$ cat config.mk
export PLATFORM = sky130hd
export DESIGN_NAME = framed_command_receiver_unit_flat
export DESIGN_NICKNAME = d
export VERILOG_FILES = /design/src/hdl/fcr_pkg.sv /design/src/hdl/fcr_rx_if.sv /design/src/hdl/fcr_res_if.sv /design/src/hdl/fcr_apb_regs.sv /design/src/hdl/fcr_frame_fsm.sv /design/src/hdl/framed_command_receiver_unit.sv /design/src/flat_wrapper.sv
export SDC_FILE = /design/constraint.sdc
export NUM_CORES = 1
export LEC_CHECK = 0
export BUFFER_PORTS_ARGS = -buffer_cell sky130_fd_sc_hd__buf_2
export CAP_MARGIN = 20
export CORE_MARGIN = 2
export CORE_UTILIZATION = 45
export CTS_BUF_LIST = sky130_fd_sc_hd__clkbuf_4
export DETAILED_ROUTE_END_ITERATION = 8
export GPL_TIMING_DRIVEN = 0
export HOLD_SLACK_MARGIN = 0.15
export PLACE_DENSITY = 0.69
export SLEW_MARGIN = 20
export SYNTH_ARGS = -nofsm -noshare
export SYNTH_HDL_FRONTEND = slang
export SYNTH_SLANG_ARGS = --single-unit
$ cat constraint.sdc
create_clock -name i_clk -period 5.13 [get_ports i_clk]
set_clock_uncertainty 0.1 [all_clocks]
set_input_delay 0.513 -clock i_clk [delete_from_list [all_inputs] [get_ports i_clk]]
set_output_delay 0.513 -clock i_clk [all_outputs]
set_load 0.02 [all_outputs]
$ cat src/hdl/fcr_pkg.sv
// Package for the framed command receiver: result kinds, frame phases,
// config and result structs, checksum step. No dependencies.
package fcr_pkg;

    localparam int unsigned BYTE_W   = 8;
    localparam int unsigned KIND_W   = 2;
    localparam int unsigned PADDR_W  = 4;
    localparam int unsigned PDATA_W  = 32;
    localparam int unsigned REG_IDX_W = 2;

    // Register indexes on the APB port (byte address 4*index)
    localparam logic [REG_IDX_W-1:0] REG_SYNC_FIRST  = 2'd0;
    localparam logic [REG_IDX_W-1:0] REG_SYNC_SECOND = 2'd1;
    localparam logic [REG_IDX_W-1:0] REG_CODE_LIMIT  = 2'd2;

    localparam logic [BYTE_W-1:0] CODE_LIMIT_RST = 8'd128;

    typedef enum logic [KIND_W-1:0] {
        KIND_PAYLOAD   = 2'd0,
        KIND_FRAME_OK  = 2'd1,
        KIND_BAD_CMD   = 2'd2,
        KIND_CSUM_ERR  = 2'd3
    } t_kind;

    // Frame phases, one-hot
    typedef enum logic [5:0] {
        ST_SYNC1 = 6'b000001,
        ST_SYNC2 = 6'b000010,
        ST_SEQ   = 6'b000100,
        ST_LEN   = 6'b001000,
        ST_BODY  = 6'b010000,
        ST_CSUM  = 6'b100000
    } t_phase;

    typedef struct packed {
        logic [BYTE_W-1:0] sync_first;
        logic [BYTE_W-1:0] sync_second;
        logic [BYTE_W-1:0] code_limit;
    } t_cfg;

    typedef struct packed {
        t_kind             kind;
        logic [BYTE_W-1:0] payload_byte;
        logic [BYTE_W-1:0] byte_index;
        logic [BYTE_W-1:0] frame_seq;
        logic [BYTE_W-1:0] command_code;
        logic [BYTE_W-1:0] data_size;
    } t_result;

    // One checksum step: rotate left by 3, then XOR in the byte
    function automatic logic [BYTE_W-1:0] sum_add(input logic [BYTE_W-1:0] sum,
                                                  input logic [BYTE_W-1:0] b);
        sum_add = {sum[4:0], sum[7:5]} ^ b;
    endfunction

endpackage

$ cat src/hdl/fcr_rx_if.sv
// Valid/ready channel carrying one received byte per request.
// Depends on fcr_pkg for the byte width.
interface fcr_rx_if;
    import fcr_pkg::*;

    logic              valid;
    logic              ready;
    logic [BYTE_W-1:0] rx_byte;

    modport source (output valid, output rx_byte, input ready);
    modport sink   (input valid, input rx_byte, output ready);
endinterface

$ cat src/hdl/fcr_res_if.sv
// Valid/ready channel carrying one result request (payload or status).
// Depends on fcr_pkg for field widths.
interface fcr_res_if;
    import fcr_pkg::*;

    logic              valid;
    logic              ready;
    logic [KIND_W-1:0] kind;
    logic [BYTE_W-1:0] payload_byte;
    logic [BYTE_W-1:0] byte_index;
    logic [BYTE_W-1:0] frame_seq;
    logic [BYTE_W-1:0] command_code;
    logic [BYTE_W-1:0] data_size;

    modport source (output valid, output kind, output payload_byte, output byte_index,
                    output frame_seq, output command_code, output data_size,
                    input ready);
    modport sink   (input valid, input kind, input payload_byte, input byte_index,
                    input frame_seq, input command_code, input data_size,
                    output ready);
endinterface

$ cat src/hdl/fcr_apb_regs.sv
// APB register bank: sync_first, sync_second, code_limit.
// Depends on fcr_pkg (t_cfg, register indexes, widths).
module fcr_apb_regs (
    input  logic                         i_clk,
    input  logic                         i_rst_n,
    input  logic                         psel,
    input  logic                         penable,
    input  logic                         pwrite,
    input  logic [fcr_pkg::PADDR_W-1:0]  paddr,
    input  logic [fcr_pkg::PDATA_W-1:0]  pwdata,
    output logic [fcr_pkg::PDATA_W-1:0]  prdata,
    output logic                         pready,
    output fcr_pkg::t_cfg                o_cfg
);
    import fcr_pkg::*;

    t_cfg                 r_cfg;
    logic                 wr_en;
    logic [REG_IDX_W-1:0] reg_idx;
    logic [BYTE_W-1:0]    rd_byte;

    assign pready  = 1'b1;
    assign wr_en   = psel & penable & pwrite;
    assign reg_idx = paddr[PADDR_W-1:2];

    // Register writes
    always_ff @(posedge i_clk) begin
        if (!i_rst_n) begin
            r_cfg.sync_first  <= '0;
            r_cfg.sync_second <= '0;
            r_cfg.code_limit  <= CODE_LIMIT_RST;
        end else if (wr_en) begin
            case (reg_idx)
                REG_SYNC_FIRST:  r_cfg.sync_first  <= pwdata[BYTE_W-1:0];
                REG_SYNC_SECOND: r_cfg.sync_second <= pwdata[BYTE_W-1:0];
                REG_CODE_LIMIT:  r_cfg.code_limit  <= pwdata[BYTE_W-1:0];
                default: ;
            endcase
        end
    end

    // Read mux
    always_comb begin
        case (reg_idx)
            REG_SYNC_FIRST:  rd_byte = r_cfg.sync_first;
            REG_SYNC_SECOND: rd_byte = r_cfg.sync_second;
            REG_CODE_LIMIT:  rd_byte = r_cfg.code_limit;
            default:         rd_byte = '0;
        endcase
    end

    assign prdata = {{(PDATA_W-BYTE_W){1'b0}}, rd_byte};
    assign o_cfg  = r_cfg;
endmodule

$ cat src/hdl/fcr_frame_fsm.sv
// Frame phase machine and running checksum; one byte per request,
// result produced combinationally. Depends on fcr_pkg.
module fcr_frame_fsm (
    input  logic                        i_clk,
    input  logic                        i_rst_n,
    input  fcr_pkg::t_cfg               i_cfg,
    input  logic                        i_take,
    input  logic [fcr_pkg::BYTE_W-1:0]  i_byte,
    output logic                        o_res_vld,
    output fcr_pkg::t_result            o_res
);
    import fcr_pkg::*;

    t_phase            r_phase,    n_phase;
    logic [BYTE_W-1:0] r_seq,      n_seq;
    logic [BYTE_W-1:0] r_len,      n_len;
    logic [BYTE_W-1:0] r_body_cnt, n_body_cnt;
    logic [BYTE_W-1:0] r_sum,      n_sum;
    logic [BYTE_W-1:0] r_code,     n_code;

    logic [BYTE_W-1:0] step_sum;
    logic [BYTE_W-1:0] cnt_inc;
    logic              len_zero;

    assign step_sum = sum_add(r_sum, i_byte);
    assign cnt_inc  = r_body_cnt + 8'd1;
    assign len_zero = (r_len == '0);

    // Next state and result
    always_comb begin
        n_phase    = r_phase;
        n_seq      = r_seq;
        n_len      = r_len;
        n_body_cnt = r_body_cnt;
        n_sum      = r_sum;
        n_code     = r_code;
        o_res_vld  = 1'b0;
        o_res.kind         = KIND_PAYLOAD;
        o_res.payload_byte = '0;
        o_res.byte_index   = '0;
        o_res.frame_seq    = r_seq;
        o_res.command_code = len_zero ? '0 : r_code;
        o_res.data_size    = '0;

        case (r_phase)
            ST_SYNC1: begin
                if (i_byte == i_cfg.sync_first) n_phase = ST_SYNC2;
            end
            ST_SYNC2: begin
                // second sync wins; a repeated first sync keeps waiting
                if (i_byte == i_cfg.sync_second) n_phase = ST_SEQ;
                else if (i_byte != i_cfg.sync_first) n_phase = ST_SYNC1;
            end
            ST_SEQ: begin
                n_seq   = i_byte;
                n_phase = ST_LEN;
            end
            ST_LEN: begin
                n_len      = i_byte;
                n_body_cnt = '0;
                n_sum      = '0;
                n_phase    = (i_byte != '0) ? ST_BODY : ST_CSUM;
            end
            ST_BODY: begin
                n_sum = step_sum;
                if (r_body_cnt == '0) begin
                    n_code = i_byte;
                end else begin
                    o_res_vld          = 1'b1;
                    o_res.payload_byte = i_byte;
                    o_res.byte_index   = r_body_cnt - 8'd1;
                end
                n_body_cnt = cnt_inc;
                if (cnt_inc >= r_len) n_phase = ST_CSUM;
            end
            ST_CSUM: begin
                n_sum           = step_sum;
                n_phase         = ST_SYNC1;
                o_res_vld       = 1'b1;
                o_res.data_size = len_zero ? '0 : r_len - 8'd1;
                if (step_sum != '0)
                    o_res.kind = KIND_CSUM_ERR;
                else if (len_zero || r_code == '0 || r_code >= i_cfg.code_limit)
                    o_res.kind = KIND_BAD_CMD;
                else
                    o_res.kind = KIND_FRAME_OK;
            end
            default: begin
                n_phase = ST_SYNC1;
            end
        endcase
    end

    // State registers, advanced on each accepted byte
    always_ff @(posedge i_clk) begin
        if (!i_rst_n) begin
            r_phase    <= ST_SYNC1;
            r_seq      <= '0;
            r_len      <= '0;
            r_body_cnt <= '0;
            r_sum      <= '0;
            r_code     <= '0;
        end else if (i_take) begin
            r_phase    <= n_phase;
            r_seq      <= n_seq;
            r_len      <= n_len;
            r_body_cnt <= n_body_cnt;
            r_sum      <= n_sum;
            r_code     <= n_code;
        end
    end
endmodule

$ cat src/hdl/framed_command_receiver_unit.sv
// Top level of the framed command receiver: APB registers, frame machine,
// output register with skid stage. Depends on fcr_pkg, fcr_rx_if, fcr_res_if.
//
//   channel   dir  handshake        payload
//   i_rx      in   valid/ready      rx_byte
//   o_res     out  valid/ready      kind, payload_byte, byte_index, frame_seq,
//                                   command_code, data_size
//   apb       in   psel/penable     paddr, pwdata, prdata (pready tied high)
//
// One byte is taken per cycle while the skid entry is empty; its result, if any,
// is registered for o_res; the frame machine and checksum update per accepted byte.
// A two-entry output stage (result register plus skid register) lets input keep
// flowing while a result waits; i_rx.ready drops only while the skid entry is full.
// i_rst_n is synchronous, active low; it returns the machine to the sync hunt.
module framed_command_receiver_unit (
    input  logic                         i_clk,
    input  logic                         i_rst_n,
    fcr_rx_if.sink                       i_rx,
    fcr_res_if.source                    o_res,
    input  logic                         psel,
    input  logic                         penable,
    input  logic                         pwrite,
    input  logic [fcr_pkg::PADDR_W-1:0]  paddr,
    input  logic [fcr_pkg::PDATA_W-1:0]  pwdata,
    output logic [fcr_pkg::PDATA_W-1:0]  prdata,
    output logic                         pready
);
    import fcr_pkg::*;

    t_cfg    cfg;
    logic    take;
    logic    res_vld;
    t_result res;

    logic    r_out_vld;
    t_result r_out;
    logic    r_skd_vld;
    t_result r_skd;
    logic    out_free;

    fcr_apb_regs u_regs (
        .i_clk   (i_clk),
        .i_rst_n (i_rst_n),
        .psel    (psel),
        .penable (penable),
        .pwrite  (pwrite),
        .paddr   (paddr),
        .pwdata  (pwdata),
        .prdata  (prdata),
        .pready  (pready),
        .o_cfg   (cfg)
    );

    assign i_rx.ready = ~r_skd_vld;
    assign take       = i_rx.valid & ~r_skd_vld;

    fcr_frame_fsm u_fsm (
        .i_clk     (i_clk),
        .i_rst_n   (i_rst_n),
        .i_cfg     (cfg),
        .i_take    (take),
        .i_byte    (i_rx.rx_byte),
        .o_res_vld (res_vld),
        .o_res     (res)
    );

    // Output register is free when empty or being taken this cycle
    assign out_free = ~r_out_vld | o_res.ready;

    // Valid flags of the output and skid stages
    always_ff @(posedge i_clk) begin
        if (!i_rst_n) begin
            r_out_vld <= 1'b0;
            r_skd_vld <= 1'b0;
        end else if (out_free) begin
            if (r_skd_vld) begin
                r_out_vld <= 1'b1;
                r_skd_vld <= 1'b0;
            end else begin
                r_out_vld <= take & res_vld;
            end
        end else if (take & res_vld) begin
            r_skd_vld <= 1'b1;
        end
    end

    // Payload of the output and skid stages
    always_ff @(posedge i_clk) begin
        if (out_free) begin
            if (r_skd_vld) r_out <= r_skd;
            else           r_out <= res;
        end else if (take & res_vld) begin
            r_skd <= res;
        end
    end

    assign o_res.valid        = r_out_vld;
    assign o_res.kind         = r_out.kind;
    assign o_res.payload_byte = r_out.payload_byte;
    assign o_res.byte_index   = r_out.byte_index;
    assign o_res.frame_seq    = r_out.frame_seq;
    assign o_res.command_code = r_out.command_code;
    assign o_res.data_size    = r_out.data_size;
endmodule

$ cat src/flat_wrapper.sv
// flat-port wrapper written by rule: the top's interface ports become plain ports
module framed_command_receiver_unit_flat import fcr_pkg::*;
  (i_clk, i_rst_n, psel, penable, pwrite, paddr, pwdata, prdata, pready, i_rx_valid, i_rx_rx_byte, i_rx_ready, o_res_valid, o_res_kind, o_res_payload_byte, o_res_byte_index, o_res_frame_seq, o_res_command_code, o_res_data_size, o_res_ready);
  fcr_rx_if i_rx_i ();
  fcr_res_if o_res_i ();
  input  logic i_clk;
  input  logic i_rst_n;
  input  logic psel;
  input  logic penable;
  input  logic pwrite;
  input  logic [fcr_pkg::PADDR_W-1:0] paddr;
  input  logic [fcr_pkg::PDATA_W-1:0] pwdata;
  output logic [fcr_pkg::PDATA_W-1:0] prdata;
  output logic pready;
  input wire logic [$bits(i_rx_i.valid)-1:0] i_rx_valid;
  input wire logic [$bits(i_rx_i.rx_byte)-1:0] i_rx_rx_byte;
  output wire logic [$bits(i_rx_i.ready)-1:0] i_rx_ready;
  output wire logic [$bits(o_res_i.valid)-1:0] o_res_valid;
  output wire logic [$bits(o_res_i.kind)-1:0] o_res_kind;
  output wire logic [$bits(o_res_i.payload_byte)-1:0] o_res_payload_byte;
  output wire logic [$bits(o_res_i.byte_index)-1:0] o_res_byte_index;
  output wire logic [$bits(o_res_i.frame_seq)-1:0] o_res_frame_seq;
  output wire logic [$bits(o_res_i.command_code)-1:0] o_res_command_code;
  output wire logic [$bits(o_res_i.data_size)-1:0] o_res_data_size;
  input wire logic [$bits(o_res_i.ready)-1:0] o_res_ready;
  assign i_rx_i.valid = i_rx_valid;
  assign i_rx_i.rx_byte = i_rx_rx_byte;
  assign i_rx_ready = i_rx_i.ready;
  assign o_res_valid = o_res_i.valid;
  assign o_res_kind = o_res_i.kind;
  assign o_res_payload_byte = o_res_i.payload_byte;
  assign o_res_byte_index = o_res_i.byte_index;
  assign o_res_frame_seq = o_res_i.frame_seq;
  assign o_res_command_code = o_res_i.command_code;
  assign o_res_data_size = o_res_i.data_size;
  assign o_res_i.ready = o_res_ready;
  framed_command_receiver_unit u_core (.i_clk(i_clk), .i_rst_n(i_rst_n), .i_rx(i_rx_i), .o_res(o_res_i), .psel(psel), .penable(penable), .pwrite(pwrite), .paddr(paddr), .pwdata(pwdata), .prdata(prdata), .pready(pready));
endmodule
# After elaboration in Yosys (flattened, before gate mapping)
# Cells that the tools add are included.
# Widths: inputs -> output; s select.
[totals] regBits=156 inputBits=51 word_cells=95
[op_classes] add_sub_neg=3 magnitude_cmp=2 n_eq_ne=14 muxes=21 n_bitwise=10 n_reduce_logical=22
[op_table] operator="$mux 42" count=1
[op_table] operator="$mux 16" count=2
[op_table] operator="$pmux 8 s2" count=2
[op_table] operator="$mux 6" count=5
[op_table] operator="$pmux 6 s5" count=1
[op_table] operator="$logic_not 8->1" count=3
[op_table] operator="$mux 8" count=3
[op_table] operator="$pmux 8 s3" count=1
[op_table] operator="$eq 8x8->1" count=2
[op_table] operator="$ge 8x8->1" count=2
[op_table] operator="$reduce_and 2->1" count=8
[op_table] operator="$reduce_bool 8->1" count=2
[op_table] operator="$sub 8x1->8 const B" count=2
[op_table] operator="$add 8x1->8 const B" count=1
[op_table] operator="$ne 8x8->1" count=1
[op_table] operator="$xor 8x8->8" count=1
[op_table] operator="$eq 6x1->1 const B" count=1
[op_table] operator="$eq 6x2->1 const B" count=1
[op_table] operator="$eq 6x3->1 const B" count=1
[op_table] operator="$eq 6x4->1 const B" count=1
[op_table] operator="$eq 6x5->1 const B" count=1
[op_table] operator="$eq 6x6->1 const B" count=1
[op_table] operator="$mux 2" count=3
[op_table] operator="$and 1x1->1" count=4
[op_table] operator="14 further kinds" count=22

# Logic depth before layout (Yosys ltp)
# Gate-level depths: netlist of the first run.
[logic_depth] depth_word=7 ltp_mapped=12 ltp_nobuf=10

# By module
# A second synthesis of the first run with hierarchy kept.
[hier_totals] cells_unflattened=697 area_unflattened_um2=7901.3
[by_module_without_submodules] module="framed_command_receiver_unit" n_inst=1 cells_per_inst=141 area_per_inst_um2=3315.7 seq_area_each_um2=2562.5
[by_module_without_submodules] module="fcr_frame_fsm" n_inst=1 cells_per_inst=410 area_per_inst_um2=3285.7 seq_area_each_um2=920.9
[by_module_without_submodules] module="fcr_apb_regs" n_inst=1 cells_per_inst=146 area_per_inst_um2=1300.0 seq_area_each_um2=480.5

# Least setup slack after synthesis of the first run
# Ideal clock, no wire load.
[synth_timing] path_type="input port to flip-flop" from="input o_res_ready" to="register u_core.r_skd[0] (netlist bit), enable pin" setup_ps=505 t_arrival_ps=4812 required_ps=4525 slack_ps=-287 stages=2 path_buffers=0 path_cell_list="nand2b_1 -> a211oi_1"
[synth_between] elab_chain_cells=3
[synth_rtl] item="from (decl)" line="flat_wrapper.sv:25" text="input wire logic [$bits(o_res_i.ready)-1:0] o_res_ready;"
[synth_rtl] item="$or 1x1->1" line="framed_command_receiver_unit.sv:68" text="assign out_free = ~r_out_vld | o_res.ready;"
[synth_rtl] item="$not 1->1 (no line)"
[synth_rtl] item="$reduce_and 2->1 (no line)"
[synth_rtl] item="to (signal assigned)" line="framed_command_receiver_unit.sv:93" text="r_skd <= res;"
[synth_rtl] item="to (decl)" line="framed_command_receiver_unit.sv:38" text="t_result r_skd;"
# Every way passes these cells.
# A chain may end at the register's enable or synchronous reset.

# Worst setup path in the final report of the first run
[layout_timing] from="register u_core.r_skd_vld" to="output i_rx_ready"
[layout_between] elab_chain_cells=1
[layout_rtl] item="from (decl)" line="framed_command_receiver_unit.sv:37" text="logic r_skd_vld;"
[layout_rtl] item="from (signal assigned)" line="framed_command_receiver_unit.sv:74" text="r_skd_vld <= 1'b0;"
[layout_rtl] item="from (signal assigned)" line="framed_command_receiver_unit.sv:78" text="r_skd_vld <= 1'b0;"
[layout_rtl] item="from (signal assigned)" line="framed_command_receiver_unit.sv:83" text="r_skd_vld <= 1'b1;"
[layout_rtl] item="$not 1->1" line="framed_command_receiver_unit.sv:54" text="assign i_rx.ready = ~r_skd_vld;"
[layout_rtl] item="to (decl)" line="flat_wrapper.sv:17" text="output wire logic [$bits(i_rx_i.ready)-1:0] i_rx_ready;"
# Every way passes these cells.

==> results of run 1 <==
## per-stage QoR
| step | util | worst slack (ns) | cell area [um2] | std cells |
|---|---|---|---|---|
| floorplan | - | 1.279 | 7612 | 738 |
| global placement | 0.4997 | 0.2457 | 8228 | 1026 |
| detailed placement | 0.5029 | 1.929 | 8280 | 1029 |
| CTS | 0.5290 | 1.797 | 8711 | 1071 |
| global route | 0.5295 | 1.530 | 8718 | 1072 |
| finish | 0.5295 | 1.799 | 8718 | 1072 |
## cell families (layout without fill, tap and decap cells)
group | Yosys count | count (layout) | share of synthesized area
AO/OA/AOI/OAI | 105 | 105 | 0.08837
flip-flops | 156 | 156 | 0.5272
buffers and inverters | 91 | 204 | 0.06307
multiplexers | 67 | 67 | 0.09336
XOR/XNOR | 42 | 42 | 0.04893
adder cells (fa/ha/maj) | 21 | 21 | 0.03495
other | 2 | 26 | 0.0009989
AND/OR/NAND/NOR | 231 | 231 | 0.1431
## where the power goes
group | internal [mW] | total [mW] | switching [mW] | leakage (nW)
clock network | 0.358 | 0.839 | 0.481 | 0.173
logic | 0.0965 | 0.248 | 0.151 | 2.05
registers | 1.33 | 1.34 | 0.0182 | 1.57
## cell usage in the layout (no fill, tap or decap), types with 24 or more instances in the layout
cell / instances
nor2_1: 86
edfxtp_1: 84
buf_2: 80
dfxtp_1: 72
nand2_1: 59
mux2i_1: 42
xnor2_1: 36
a21oi_1: 32
mux2_2: 25
buf_4: 25
conb_1: 25
o21ai_0: 24
## worst max path at each step
stage                                     from                    end  slack, ns  cells after the start
floorplan              u_core.u_fsm.r_phase[0]        u_core.r_skd[0]       1.28                      6
global placement       u_core.u_fsm.r_phase[0]       u_core.r_skd[24]       0.25                      6
detailed placement  u_core.u_fsm.r_body_cnt[2]  u_core.u_fsm.r_seq[2]       1.93                     12
CTS                           u_core.r_skd_vld             i_rx_ready       1.80                      5
global route        u_core.u_fsm.r_body_cnt[2]  u_core.u_fsm.r_seq[5]       1.53                     12
finish                        u_core.r_skd_vld             i_rx_ready       1.80                      5
## timing repair
item                                   4_1_cts  5_1_grt
setup buffers                                0        0
hold buffers                                10        0
endpoints found under the hold margin       27        0
## cell type report
cell class              count  area share
flip-flops and latches    156      0.4546
inverters                  23    0.009902
multi-input cells         491      0.3655
plain buffers              68     0.04449
clock inverters            15     0.02325
well taps                 220     0.03157
diodes                      1   0.0002870
repair buffers             81     0.05568
clock buffers              17     0.01464
## critical path, cell delays in order, from the launching register on
cell and delay (ns):
dfxtp_1 0.32, clkbuf_1 0.28, inv_1 0.23, clkbuf_1 0.43
buf_1 0.61, buf_2 0.29
## routing by layer
layer  part of all wire  up-vias  track usage
li1                   -     2708            -
met3              0.059       27      0.04033
met2               0.46      174       0.3007
met4              0.027        0      0.08215
met5                  0        -            0
met1               0.46     2588       0.2675
==> flow_metrics.py, run 1 <==
metrics = {
    "placed_design": {
        "io_buffers": 68,
        "gp_congestion": 0.9097,
        "dp_hpwl_um": 11730,
    },
    "die": {
        "initial_utilization": 0.4566,
        "num_rows": 47,
        "dieArea_um2": 17760,
        "io_pins": 128,
        "core_area_um2": 16470,
        "die_h_um": 133.3,
        "die_w_um": 133.3,
    },
    "timing": {
        "hold_violations": 0,
        "setup_viol": 0,
        "worst_pin_slew_ns": 0.8651,
        "relSlewSlack": 0.4179,
        "fin_crit_sh": 0.6492,
        "fin_setup_tns_ns": 0,
        "fmax_ghz": 0.3002,
        "rsz0062_at_grt": "false",
        "min_period_ns": 3.331,
        "slew_violations": 0,
        "whs_ns": 0.1979,
    },
    "setup_path": {
        "worstPathMaxFanout": 10,
        "worstSetupStartpointType": "register",
        "worstSetupPathType": "reg2out",
        "worst_setup_path_end_kind": "output pin",
        "required_ns": 4.52,
        "rr_startpoint": "u_core.u_fsm.r_body_cnt[2]",
        "crit_arrival_ns": 2.72,
        "ff2ff_setup_slack_ns": 1.89,
        "ff2ff_path_depth": 12,
        "r2r-end": "u_core.u_fsm.r_seq[2]",
    },
    "drt": {
        "routed_wl_um": 16480,
        "remaining_drc_errors": 0,
        "drtPass1Iterations": 5,
        "antenna_left": 0,
        "avgViaCountPerCell": 5.128,
        "drt_iter0_drc": 370,
        "dr_total_vias": 5497,
        "wl_per_cell_um": 15.37,
    },
    "cts": {
        "cts_root_buf": "clkbuf_4",
        "clkTransAtPathRegs_ns": 0.15,
        "clock_latency_ns": 0.57,
        "cts_tree": "built",
        "cts_buffers": 17,
        "cts_buffer_depth": 2,
        "numClockSinks": 156,
        "cts_max_level": 4,
        "ctsResizeCount": 0,
    },
    "final_layout": {
        "largest_reg_flops": 42,
        "top_register": "u_core.r_skd",
        "nNetsFinal": 910,
        "multi_input_area_um2": 3187,
        "syn_to_final_growth_pct": 15.96,
        "seqCellArea_um2": 3964,
        "fill_cells": 1491,
        "drive_above_1_share": 0.2115,
    },
    "synth": {
        "synth.yosys.warnings": 0,
        "ys.flop_type": "edfxtp_1",
        "ys_ff_latch": 156,
        "ys_seq_area_frac": 0.5272,
        "synth.distinct_cells": 56,
        "synth_area_leaders": "edfxtp_1 (34%), dfxtp_1 (19%), mux2i_1 (5.6%)",
        "yosysMostFrequentCell": "nor2_1",
        "synth-edff-count": 84,
        "synthTopCellsByCount": "nor2_1 (86), edfxtp_1 (84), dfxtp_1 (72)",
        "avgSynthCellArea_um2": 10.52,
        "synth_cells": 715,
        "async_reset_ff_frac": 0,
        "synth.top_cell.area_share": 0.3355,
        "synth_area_um2": 7518,
        "yosysTopAreaCell": "edfxtp_1",
    },
    "min_path": {
        "whs_endpoint": "u_core.u_fsm.r_code[5]",
        "min_path_cells": 3,
        "hold_start": "i_rx_rx_byte[5]",
        "hold_path.class": "in2reg",
    },
    "grt": {
        "grt_pass1_vias": 5170,
        "gr-total-overflow": 0,
        "grt_max_degree": 46,
        "grtUsageTotal": 0.1947,
        "grt_pass1_wl_um": 27070,
        "antenna_found_initial": 1,
    },
    "pwr": {
        "total_power_mw": 2.431,
        "leakage_nw": 3.796,
        "power_density_nw_per_um2": 278.8,
        "peakVddDrop_v": 0.0001572,
    },
    "job": {
        "drv_cap": 0,
    },
    "run_status": {
        "status": "finished clean",
    },
}
No activity file was read; power rests on OpenSTA's default activity.
==> run 2: changes to the inputs <==
clock period = 2.8 ns   (was 5.13 ns; I/O delays follow)
==> flow_metrics.py, run 2 (synthesis gave the netlist of run 1 again) <==
metrics = {
    "final_layout": {
        "final_util": 0.5490,
        "top_register": "u_core.r_skd",
        "nNetsFinal": 933,
        "largest_reg_flops": 42,
        "syn_to_final_growth_pct": 20.24,
        "drive_above_1_share": 0.2357,
        "fill_cells": 1500,
        "final_cell_mix": "nor2_1 (84), edfxtp_1 (84), buf_2 (80)",
    },
    "timing": {
        "worst_pin_slew_ns": 0.9022,
        "rsz0062_at_grt": "true",
        "setup_viol": 0,
        "relSlewSlack": 0.3952,
        "min_period_ns": 2.711,
        "hold_violations": 0,
        "final.setup.worst_slack_ns": 0.08867,
        "slew_violations": 0,
        "whs_ns": 0.2103,
        "fmax_ghz": 0.3688,
        "fin_crit_sh": 0.9683,
    },
    "cts": {
        "cts_max_level": 4,
        "cts_buffer_depth": 2,
        "cts_buffers": 17,
        "numClockSinks": 156,
        "clock_latency_ns": 0.58,
        "cts_tree": "built",
        "cts_root_buf": "clkbuf_4",
        "clkTransAtPathRegs_ns": 0.13,
    },
    "setup_path": {
        "worst_setup_path_end_kind": "register",
        "ff2ff_setup_slack_ns": 0.09,
        "crit_arrival_ns": 3.06,
        "endpoint": "u_core.u_fsm.r_seq[3]",
        "ff2ff_path_depth": 12,
        "startpoint": "u_core.u_fsm.r_body_cnt[3]",
        "worstSetupPathType": "reg2reg",
        "worstSetupStartpointType": "register",
        "r2r-end": "u_core.u_fsm.r_seq[3]",
        "worstPathMaxFanout": 9,
        "required_ns": 3.15,
        "rr_startpoint": "u_core.u_fsm.r_body_cnt[3]",
    },
    "drt": {
        "antenna_left": 0,
        "drt_iter0_drc": 352,
        "avgViaCountPerCell": 5.061,
        "dr_total_vias": 5547,
        "drtPass1Iterations": 6,
        "remaining_drc_errors": 0,
        "routed_wl_um": 16810,
        "wl_per_cell_um": 15.34,
    },
    "grt": {
        "grtUsageTotal": 0.1889,
        "gr-total-overflow": 0,
        "grt_pass1_vias": 5085,
        "grt_pass1_wl_um": 26050,
        "antenna_found_initial": 1,
        "grt_max_degree": 46,
    },
    "job": {
        "drv_cap": 0,
    },
    "die": {
        "die_h_um": 133.3,
        "initial_utilization": 0.4566,
        "dieArea_um2": 17760,
        "die_w_um": 133.3,
        "num_rows": 47,
        "io_pins": 128,
        "core_area_um2": 16470,
    },
    "min_path": {
        "hold_path.class": "in2reg",
    },
    "placed_design": {
        "dp_hpwl_um": 11660,
        "pre_cts_ws_ns": -0.3343,
        "io_buffers": 68,
        "gp_congestion": 0.8661,
    },
    "pwr": {
        "power_density_nw_per_um2": 502.0,
        "total_power_mw": 4.538,
        "peakVddDrop_v": 0.0002607,
        "leakage_nw": 3.938,
    },
    "run_status": {
        "status": "finished clean",
    },
}
run 2: cell types whose count changed in the layout (fill, tap and decap cells not counted), sizes merged:
cell / delta
clkinvlp: -1
clkinv: +3
bufinv: +2
diode: +1
clkbuf: -1
buf: +12
inv: -7
dlygate4sd3: +15
run 2: worst min path at each step:
stage	end	cells after the start	slack, ns	from
after global routing	u_core.u_regs.o_cfg[12]	5	0.24	pwrite
after global placement	u_core.r_skd[23]	0	0.35	u_core.u_fsm.r_seq[7]
after detailed placement	u_core.r_skd[21]	0	0.34	u_core.u_fsm.r_seq[5]
after CTS	u_core.u_regs.o_cfg[13]	5	0.15	pwrite
final	u_core.u_regs.o_cfg[12]	5	0.21	pwrite
after floorplan	u_core.u_fsm.r_phase[0]	1	0.27	i_rst_n
run 2: cell type report:
class | instances | area, um2 | share of cell area
Sequential cell | 156 | 3981 | 0.4404
Multi-Input combinational cell | 491 | 3237 | 0.3581
Timing Repair Buffer | 107 | 710.7 | 0.07862
Buffer | 65 | 400.4 | 0.04429
Tap cell | 220 | 275.3 | 0.03045
Clock inverter | 12 | 193.9 | 0.02145
Clock buffer | 20 | 150.1 | 0.01661
Inverter | 23 | 86.33 | 0.009550
Antenna cell | 2 | 5.005 | 0.0005536
run 2: critical path, stage by stage (launching register included):
cell and delay (ns):
dfxtp_2 0.36, buf_8 0.13, nand2_2 0.08, nor2_4 0.05, and3_1 0.18, xor2_1 0.15
ha_1 0.33, nand4_1 0.13, a211o_1 0.36, a211o_2 0.37, buf_8 0.15, mux2i_1 0.15
nor2_1 0.05
run 2: report_power, final:
group | internal [mW] | leakage [nW] | switching (mW)
clock | 0.824 | 0.185 | 0.787
combinational | 0.185 | 2.18 | 0.283
sequential | 2.42 | 1.58 | 0.0346
total | 3.43 | 3.94 | 1.10
run 2: timing repair:
action | CTS | global route
hold buffers | 25 | 0
setup endpoints to repair | 30 | 14
hold endpoints to repair | 63 | 0
resized for setup | 15 | 10
gates cloned | 0 | 0
setup buffers | 4 | 7
pin swaps | 2 | 8
run 2: metal layers:
layer,share of wire,wire (um),vias to the layer above,global-route usage
li1,-,-,2764,-
met1,0.45,7568,2616,0.2427
met2,0.49,8231,139,0.3164
met3,0.039,656,28,0.03805
met4,0.021,354,0,0.07092
met5,0,0,-,0
run 2: stage by stage:
step / setup TNS, ns / cell area, um2 / cells
finish: 0 / 9040 / 1096
detailed placement: -3.796 / 8293 / 1029
CTS: 0 / 8945 / 1088
global route: -0.5214 / 9040 / 1096
global placement: -42.57 / 8250 / 1026
floorplan: -15.48 / 7635 / 738
